### config.mk
export PLATFORM = sky130hd
export DESIGN_NAME = integer_to_ascii_formatter
export DESIGN_NICKNAME = d
export VERILOG_FILES = /design/src/sv/ita_pkg.sv /design/src/sv/ita_dabble.sv /design/src/sv/ita_emit.sv /design/src/sv/integer_to_ascii_formatter.sv
export VERILOG_INCLUDE_DIRS = /design/src /design/src/sv
export SDC_FILE = /design/constraint.sdc
export NUM_CORES = 1
export LEC_CHECK = 0
export ABC_AREA = 1
export BUFFER_PORTS_ARGS = -buffer_cell sky130_fd_sc_hd__buf_2
export CORE_MARGIN = 2
export CORE_UTILIZATION = 30
export DETAILED_ROUTE_END_ITERATION = 16
export REMOVE_ABC_BUFFERS = 1
export SLEW_MARGIN = 5
export SYNTH_ARGS = -nofsm -noshare
export SYNTH_HDL_FRONTEND = slang
export SYNTH_HIERARCHICAL = 1
export SYNTH_SLANG_ARGS = --single-unit
### constraint.sdc
create_clock -name clk -period 4.34 [get_ports clk]
set_input_delay 0.868 -clock clk [delete_from_list [all_inputs] [get_ports clk]]
set_output_delay 0.868 -clock clk [all_outputs]
set_load 0.05 [all_outputs]
### src/sv/integer_to_ascii_formatter_assert.svh
// Assertion macros used by the formatter top level.
`ifndef INTEGER_TO_ASCII_FORMATTER_ASSERT_SVH
`define INTEGER_TO_ASCII_FORMATTER_ASSERT_SVH

// Hold cons in the same cycle as ante.
`define ITA_ASSERT_IMP(label, ante, cons, msg) \
	label: assert property (@(posedge clk) disable iff (!arst_n) (ante) |-> (cons)) \
		else $error(msg);

// Hold cons in the cycle after ante.
`define ITA_ASSERT_NXT(label, ante, cons, msg) \
	label: assert property (@(posedge clk) disable iff (!arst_n) (ante) |=> (cons)) \
		else $error(msg);

`endif

### src/sv/ita_pkg.sv
`default_nettype none

package ita_pkg;

	localparam int BIN_W = 32;
	localparam int BCD_W = 40;

	localparam logic [1:0] MODE_UDEC = 2'd0;
	localparam logic [1:0] MODE_SDEC = 2'd1;
	localparam logic [1:0] MODE_HEX  = 2'd2;

	localparam logic [7:0] CH_ZERO  = 8'h30;
	localparam logic [7:0] CH_UPA   = 8'h41;
	localparam logic [7:0] CH_MINUS = 8'h2D;

	localparam logic [3:0] NDIG_DEC = 4'd10;
	localparam logic [3:0] NDIG_HEX = 4'd8;

	// request from the sequencer to the character emitter
	typedef struct packed {
		logic             valid;
		logic             neg;
		logic [3:0]       ndig;
		logic [BCD_W-1:0] digits;
	} ita_load_t;

	// status of the binary to BCD unit
	typedef struct packed {
		logic             done;
		logic [BCD_W-1:0] bcd;
	} ita_conv_t;

	function automatic logic [7:0] glyph(input logic [3:0] d);
		if (d < 4'd10) begin
			return CH_ZERO + {4'd0, d};
		end else begin
			return CH_UPA + {4'd0, d - 4'd10};
		end
	endfunction

endpackage

`default_nettype wire

### src/sv/ita_dabble.sv
`default_nettype none

// Shift-and-add-3 binary to BCD, one input bit per cycle.
module ita_dabble (
	input  wire                       clk,
	input  wire                       arst_n,
	input  wire                       start,
	input  wire  [31:0]               mag,
	output ita_pkg::ita_conv_t        conv
);
	import ita_pkg::*;

	localparam int CNT_W = $clog2(BIN_W);

	logic [BIN_W-1:0] bin_q;
	logic [BCD_W-1:0] bcd_q;
	logic [CNT_W-1:0] cnt_q;
	logic             busy_q;
	logic             done_q;
	logic [BCD_W-1:0] adj;

	// add 3 to every digit of 5 or more before the shift
	always_comb begin
		logic [3:0] nib;
		nib = 4'd0;
		for (int i = 0; i < BCD_W / 4; i++) begin
			nib = bcd_q[i*4 +: 4];
			adj[i*4 +: 4] = (nib >= 4'd5) ? nib + 4'd3 : nib;
		end
	end

	always_ff @(posedge clk or negedge arst_n) begin
		if (!arst_n) begin
			busy_q <= 1'b0;
			done_q <= 1'b0;
			cnt_q  <= '0;
		end else begin
			done_q <= 1'b0;
			if (start) begin
				busy_q <= 1'b1;
				cnt_q  <= CNT_W'(BIN_W - 1);
			end else if (busy_q) begin
				if (cnt_q == '0) begin
					busy_q <= 1'b0;
					done_q <= 1'b1;
				end else begin
					cnt_q <= cnt_q - CNT_W'(1);
				end
			end
		end
	end

	always_ff @(posedge clk) begin
		if (start) begin
			bin_q <= mag;
			bcd_q <= '0;
		end else if (busy_q) begin
			bcd_q <= {adj[BCD_W-2:0], bin_q[BIN_W-1]};
			bin_q <= {bin_q[BIN_W-2:0], 1'b0};
		end
	end

	assign conv = {done_q, bcd_q};

endmodule

`default_nettype wire

### src/sv/ita_emit.sv
`default_nettype none

// Drop leading zero digits, then send sign and digits one per handshake.
module ita_emit (
	input  wire                    clk,
	input  wire                    arst_n,
	input  wire ita_pkg::ita_load_t load,
	output logic                   m_tvalid,
	input  wire                    m_tready,
	output logic [7:0]             m_tdata,
	output logic                   m_tlast,
	output logic                   done
);
	import ita_pkg::*;

	localparam logic [1:0] PH_IDLE = 2'd0;
	localparam logic [1:0] PH_SKIP = 2'd1;
	localparam logic [1:0] PH_SEND = 2'd2;

	logic [1:0]       phase_q;
	logic [BCD_W-1:0] dig_q;
	logic [3:0]       cnt_q;
	logic             sign_q;
	logic [3:0]       top;
	logic             take;
	logic             skip_shift;
	logic             send_shift;

	assign top        = dig_q[BCD_W-1 -: 4];
	assign take       = (phase_q == PH_SEND) && m_tready;
	assign skip_shift = (phase_q == PH_SKIP) && (top == 4'd0) && (cnt_q > 4'd1);
	assign send_shift = take && !sign_q && (cnt_q != 4'd1);

	always_ff @(posedge clk or negedge arst_n) begin
		if (!arst_n) begin
			phase_q <= PH_IDLE;
			cnt_q   <= '0;
			sign_q  <= 1'b0;
		end else begin
			unique case (phase_q)
				PH_IDLE: begin
					if (load.valid) begin
						phase_q <= PH_SKIP;
						cnt_q   <= load.ndig;
						sign_q  <= load.neg;
					end
				end
				PH_SKIP: begin
					if (skip_shift) begin
						cnt_q <= cnt_q - 4'd1;
					end else begin
						phase_q <= PH_SEND;
					end
				end
				PH_SEND: begin
					if (take) begin
						if (sign_q) begin
							sign_q <= 1'b0;
						end else if (cnt_q == 4'd1) begin
							phase_q <= PH_IDLE;
						end else begin
							cnt_q <= cnt_q - 4'd1;
						end
					end
				end
				default: begin
					phase_q <= PH_IDLE;
				end
			endcase
		end
	end

	always_ff @(posedge clk) begin
		if ((phase_q == PH_IDLE) && load.valid) begin
			dig_q <= load.digits;
		end else if (skip_shift || send_shift) begin
			dig_q <= {dig_q[BCD_W-5:0], 4'd0};
		end
	end

	assign m_tvalid = (phase_q == PH_SEND);
	assign m_tdata  = sign_q ? CH_MINUS : glyph(top);
	assign m_tlast  = !sign_q && (cnt_q == 4'd1);
	assign done     = take && !sign_q && (cnt_q == 4'd1);

endmodule

`default_nettype wire

### src/sv/integer_to_ascii_formatter.sv
// Integer to ASCII formatter.
// Slave side: one request per word; s_tdata holds value, s_tuser holds mode
// (0 unsigned decimal, 1 signed decimal, 2 or 3 upper-case hex).
// Master side: one ASCII character per transfer on m_tdata, most significant
// digit first, with '-' ahead of a negative signed number; m_tlast marks the
// final character. Leading zeros are dropped, zero prints as a single '0'.
// Decimal words go through a shift-and-add-3 unit that takes one input bit per
// cycle; the digits are then handed to the emitter, which drops the leading
// zeros and then sends the characters. Hex words skip the conversion and go
// straight to the emitter. While the receiver stalls, the block waits.
// s_tready is high only while the block is idle; it rises again in the cycle
// after the final character is accepted.
// When m_tready is low the current character holds on m_tdata and m_tlast and
// the block waits. Reset returns the block to idle and drops any word in flight.
`default_nettype none

`include "integer_to_ascii_formatter_assert.svh"

module integer_to_ascii_formatter (
	input  wire         clk,
	input  wire         arst_n,
	input  wire         s_tvalid,
	output logic        s_tready,
	input  wire  [31:0] s_tdata,   // [31:0] value
	input  wire  [1:0]  s_tuser,   // [1:0] mode
	output logic        m_tvalid,
	input  wire         m_tready,
	output logic [7:0]  m_tdata,   // [7:0] char_code
	output logic        m_tlast
);
	import ita_pkg::*;

	localparam logic [1:0] ST_IDLE = 2'd0;
	localparam logic [1:0] ST_CONV = 2'd1;
	localparam logic [1:0] ST_EMIT = 2'd2;

	logic [1:0]       state_q;
	logic             neg_q;
	logic             accept;
	logic             is_hex;
	logic             is_neg;
	logic [BIN_W-1:0] mag;
	ita_conv_t        conv;
	ita_load_t        load;
	logic             emit_done;

	assign s_tready = (state_q == ST_IDLE);
	assign accept   = s_tvalid && s_tready;

	// bit 1 of mode selects hex, so mode 3 prints as hex too
	assign is_hex = s_tuser[1];
	assign is_neg = (s_tuser == MODE_SDEC) && s_tdata[BIN_W-1];
	// negation of the most negative value wraps to 2147483648 unsigned
	assign mag    = is_neg ? (BIN_W'(0) - s_tdata) : s_tdata;

	ita_dabble u_dabble (
		.clk    (clk),
		.arst_n (arst_n),
		.start  (accept && !is_hex),
		.mag    (mag),
		.conv   (conv)
	);

	// hex digits go straight to the emitter, left aligned in the digit register
	always_comb begin
		load.valid  = (accept && is_hex) || conv.done;
		load.neg    = conv.done ? neg_q : 1'b0;
		load.ndig   = conv.done ? NDIG_DEC : NDIG_HEX;
		load.digits = conv.done ? conv.bcd : {s_tdata, {(BCD_W - BIN_W){1'b0}}};
	end

	ita_emit u_emit (
		.clk      (clk),
		.arst_n   (arst_n),
		.load     (load),
		.m_tvalid (m_tvalid),
		.m_tready (m_tready),
		.m_tdata  (m_tdata),
		.m_tlast  (m_tlast),
		.done     (emit_done)
	);

	// sequencer: idle, convert (decimal only), emit
	always_ff @(posedge clk or negedge arst_n) begin
		if (!arst_n) begin
			state_q <= ST_IDLE;
			neg_q   <= 1'b0;
		end else begin
			unique case (state_q)
				ST_IDLE: begin
					if (accept) begin
						neg_q   <= is_neg;
						state_q <= is_hex ? ST_EMIT : ST_CONV;
					end
				end
				ST_CONV: begin
					if (conv.done) begin
						state_q <= ST_EMIT;
					end
				end
				ST_EMIT: begin
					if (emit_done) begin
						state_q <= ST_IDLE;
					end
				end
				default: begin
					state_q <= ST_IDLE;
				end
			endcase
		end
	end

	`ITA_ASSERT_IMP(a_idle_no_output, s_tready, !m_tvalid, "output active while idle")
	`ITA_ASSERT_NXT(a_busy_after_req, s_tvalid && s_tready, !s_tready, "ready after request")
	`ITA_ASSERT_NXT(a_run_ends, m_tvalid && m_tready && m_tlast, !m_tvalid, "run continues")
	`ITA_ASSERT_IMP(a_minus_not_last, m_tvalid && (m_tdata == CH_MINUS), !m_tlast, "minus last")

endmodule

`default_nettype wire

==> impl_summary.md <==
Setup path
The nature of the critical path startpoint is a flop. The endpoint identified for the worst register-to-register timing path is u_emit/dig_q[3]. The slowest cell on the critical path is sky130_fd_sc_hd__edfxtp_1. In this design, the stage delay of the slowest critical-path cell is 430 ps. The data arrival at the endpoint of the critical path is 1790 ps. The critical path starts at u_emit/dig_q[37].

The kind of capture point of the worst setup path is an output port. The maximum fanout encountered on the critical timing path is 3. The number of cells traversed by the worst register-to-register path is 7. Walking the worst path, the cells encountered are inv_1, ha_1, inv_1, nand3_1, a21oi_1, buf_2. In this run the register-to-register setup slack is 1770 ps. At the worst endpoint, the required time is 3470 ps. The class of the most critical setup path is flop to output port. The startpoint identified for the worst register-to-register timing path is state_q[1]. Counting stages on the worst path, the most repeated cell is sky130_fd_sc_hd__inv_1.

Final layout
The final net count is 1174. The most common cell after layout, fill and taps aside is sky130_fd_sc_hd__nand2_1. Of the cells placed in the final design, the portion with a size suffix greater than 1 is 0.1395.

The number of antenna diodes in the final layout is 0. Fill cells in the final layout number 2882. The top cell types in the final layout, fill and taps aside, are 394 x sky130_fd_sc_hd__nand2_1, 118 x sky130_fd_sc_hd__inv_1, 88 x sky130_fd_sc_hd__nand3_1. The area growth from synthesis to layout is 12.70%.

Clocking
The clock latency of the later-clocked register in the worst-skew pair is 420 ps. Hold repair after CTS inserted 0 buffers. The level count of the clock H-tree is 4. TritonCTS built the clock tree. Clock tree synthesis selected as its root buffer the cell sky130_fd_sc_hd__clkbuf_16. The clock tree buffer depth is 2. The number of buffers added for setup after CTS is 0.

The number of gates resized after cts is 0. The clock input transition at the sequential cells of the worst setup and hold paths is 60 ps. The number of CTS-inserted buffers is 17. The number of clock sinks is 129.

Synthesis
Yosys attributes the largest share of cell area to sky130_fd_sc_hd__edfxtp_1 26%, sky130_fd_sc_hd__nand2_1 18%, sky130_fd_sc_hd__dfxtp_1 9.8%, sky130_fd_sc_hd__mux2_4 6.1%, sky130_fd_sc_hd__inv_1 5.4%. The most used flip-flop cell after synthesis is sky130_fd_sc_hd__edfxtp_1. The number of different library cells used by synthesis comes to 36. The cell taking the most area after synthesis is sky130_fd_sc_hd__edfxtp_1. The synthesized design contains 129 register bits. Of the post-synthesis cell area, the dominant cell type holds 0.2644. The sequential-to-total area share from yosys stat is 0.4144. In this run the mean area of a mapped cell was 7.685 µm². Yosys mapped a number of flops with a built-in enable equal to 72.

For this run, the number of Yosys warnings is 6. In the synthesized netlist, the number of instances is 1064. The synthesized area is 0.008177 mm².

Of all flip-flops after synthesis, the portion carrying an async set or reset was 0.1318.

Timing
The smallest clock period supported by the final layout is computed as 2656 ps. For the pin with the worst max-slew slack, the measured transition is 717.1 ps. The final worst-path cycle share is 0.6119. Setup violations remaining at the end of the flow were counted as 0. The normalized max-slew margin is 0.5219. The worst path meets setup with 1684 ps of slack. The count of endpoints failing hold in the final timing report is 0. The total negative slack is 0 ps. Setup repair after global routing left no endpoint under its margin. For this run, the top clock speed supported by timing is 0.3765 GHz. On the final layout, the worst clock skew is 7.468 ps. The final-report max-slew violation count is 0.

Power and ir drop
In this run the static leakage power is 4.501 nW. The highest ir drop seen on vdd is 296.6 µV. For this design the ratio of total power to cell area is 631.9 mW/mm².

Global routing
Entering global routing, the biggest net connects 71 pins. The number of global-route vias before repair is 6534. The first global-routing pass estimated 32040 µm of wire. The initial antenna violation count is 1.

The total overflow reported by the global router is 0. In the global route stage, overall resource usage came out at 0.1403.

Placed design
The detailed placement HPWL is 14150 µm. At the end of routability-driven placement, the weighted congestion stood at 0.8845. The count of buffers added on input and output ports is 47.

The pre-CTS setup slack is 1411 ps.

Floorplan
Measured along the x axis, the die boundary spans 169.1 µm. The die outline height is 169.1 µm. The die area is 0.02859 mm².

The initial utilization of the core area, before any placement, comes to 0.3042. The number of top-level pins is 49. The placeable core region is 0.02688 mm². The standard-cell row count is 60.

Drt
After detailed routing, the average wire length per cell comes to 13.33 µm. The post-detailed-route count of antenna-violating nets is 0. The average via count per standard cell is 4.655.

The first detailed-routing pass took 5 iterations. The total detailed-routing wirelength is 19440 µm. The detailed router placed 6792 vias in this run. The number of remaining DRC errors is 0.

The initial detailed-routing violation count is 519.

Min path
The worst hold path class is input port to asynchronous set/reset pin.

Job
The number of max-cap violations is 0.

Status
The run finished with clean final reports.
[critical path, delay by kind of cell, from the launching register on]
kind | cells | cell delay, ps
flops | 1 | 430
simple gates | 1 | 70
fa+ha+maj | 1 | 230
compound gates | 1 | 140
buf+inv | 3 | 500
[report_power, final]
part | switching, W | internal [W] | total (W) | leakage, nW
registers | 0.000318 | 0.00191 | 0.00222 | 1.25
logic | 0.00146 | 0.000813 | 0.00228 | 2.98
clock network | 0.000527 | 0.000797 | 0.00132 | 0.273
[metal layers]
metal / vias to the layer above / part of all wire / track usage
li1: 3498 / - / -
met1: 3103 / 0.48 / 0.1882
met2: 173 / 0.45 / 0.2325
met3: 16 / 0.058 / 0.02852
met4: 2 / 0.0085 / 0.03419
met5: - / 0.00067 / 0
[registers in the layout, indices dropped and copies added, names as in the netlist]
signal,cells
u_dabble/bin_q,32
u_emit/phase_q,2
u_dabble/done_q,1
u_emit/cnt_q,4
u_dabble/cnt_q,5
u_dabble/busy_q,1
u_emit/sign_q,1
state_q,2
u_dabble/bcd_q,40
u_emit/dig_q,40
neg_q,1
[layout make-up]
| type | count | area (µm²) | share of cell area |
|---|---|---|---|
| Timing Repair Buffer | 52 | 272.8 | 0.02960 |
| Inverter | 126 | 483.0 | 0.05241 |
| Clock buffer | 24 | 494.2 | 0.05363 |
| Sequential cell | 129 | 3390 | 0.3678 |
| Clock inverter | 8 | 52.55 | 0.005703 |
| Multi-Input combinational cell | 779 | 4096 | 0.4445 |
| Tap cell | 341 | 426.7 | 0.04630 |
[cell usage after synthesis (8+ instances only)]
cell                         n
sky130_fd_sc_hd__buf_6       9
sky130_fd_sc_hd__o21ai_0    75
sky130_fd_sc_hd__nand2_1   394
sky130_fd_sc_hd__mux2_2      8
sky130_fd_sc_hd__nand2_2     8
sky130_fd_sc_hd__dfrtp_1    17
sky130_fd_sc_hd__nand3_1    88
sky130_fd_sc_hd__dfxtp_1    40
sky130_fd_sc_hd__o21ai_1    13
sky130_fd_sc_hd__mux2_4     33
sky130_fd_sc_hd__xor2_1     14
sky130_fd_sc_hd__inv_1     118
sky130_fd_sc_hd__a21oi_1     9
sky130_fd_sc_hd__edfxtp_1   72
sky130_fd_sc_hd__nor2_1     72
sky130_fd_sc_hd__ha_1       31
sky130_fd_sc_hd__clkbuf_1    9
[worst max-delay path by stage]
stage	cells past startpoint	endpoint	slack, ps
final	6	m_tdata[4]	1680
after CTS	6	m_tdata[4]	1660
after global routing	9	u_dabble/bcd_q[28]	1540
after floorplan	5	u_emit/dig_q[0]	480
after global placement	9	u_dabble/bcd_q[12]	1440
after detailed placement	9	u_dabble/bcd_q[12]	1410
[stage by stage]
step             util  instance area (µm²)  hold WS [ps]  total power [W]  std cells
2_1_floorplan       -                 7965         410.2         0.003939       1034
3_3_place_gp   0.3225                 8668         449.5         0.004473       1427
3_5_place_dp   0.3225                 8668         446.9         0.004519       1427
4_1_cts        0.3429                 9215         379.7         0.005867       1459
5_1_grt        0.3429                 9215         405.5         0.006312       1459
6_report       0.3429                 9215         381.8         0.005823       1459
[kinds of logic (layout without fill, tap and decap cells)]
group / count (synthesis) / count (layout) / synth area share
simple gates: 584 / 584 / 0.2984
buf+inv: 157 / 210 / 0.08539
flops: 129 / 129 / 0.4144
compound gates: 105 / 105 / 0.06641
mux: 41 / 41 / 0.07162
fa+ha+maj: 31 / 31 / 0.04744
xor+xnor: 14 / 14 / 0.01500
other cells: 3 / 4 / 0.001377
No activity file was read; power rests on OpenSTA's default activity.
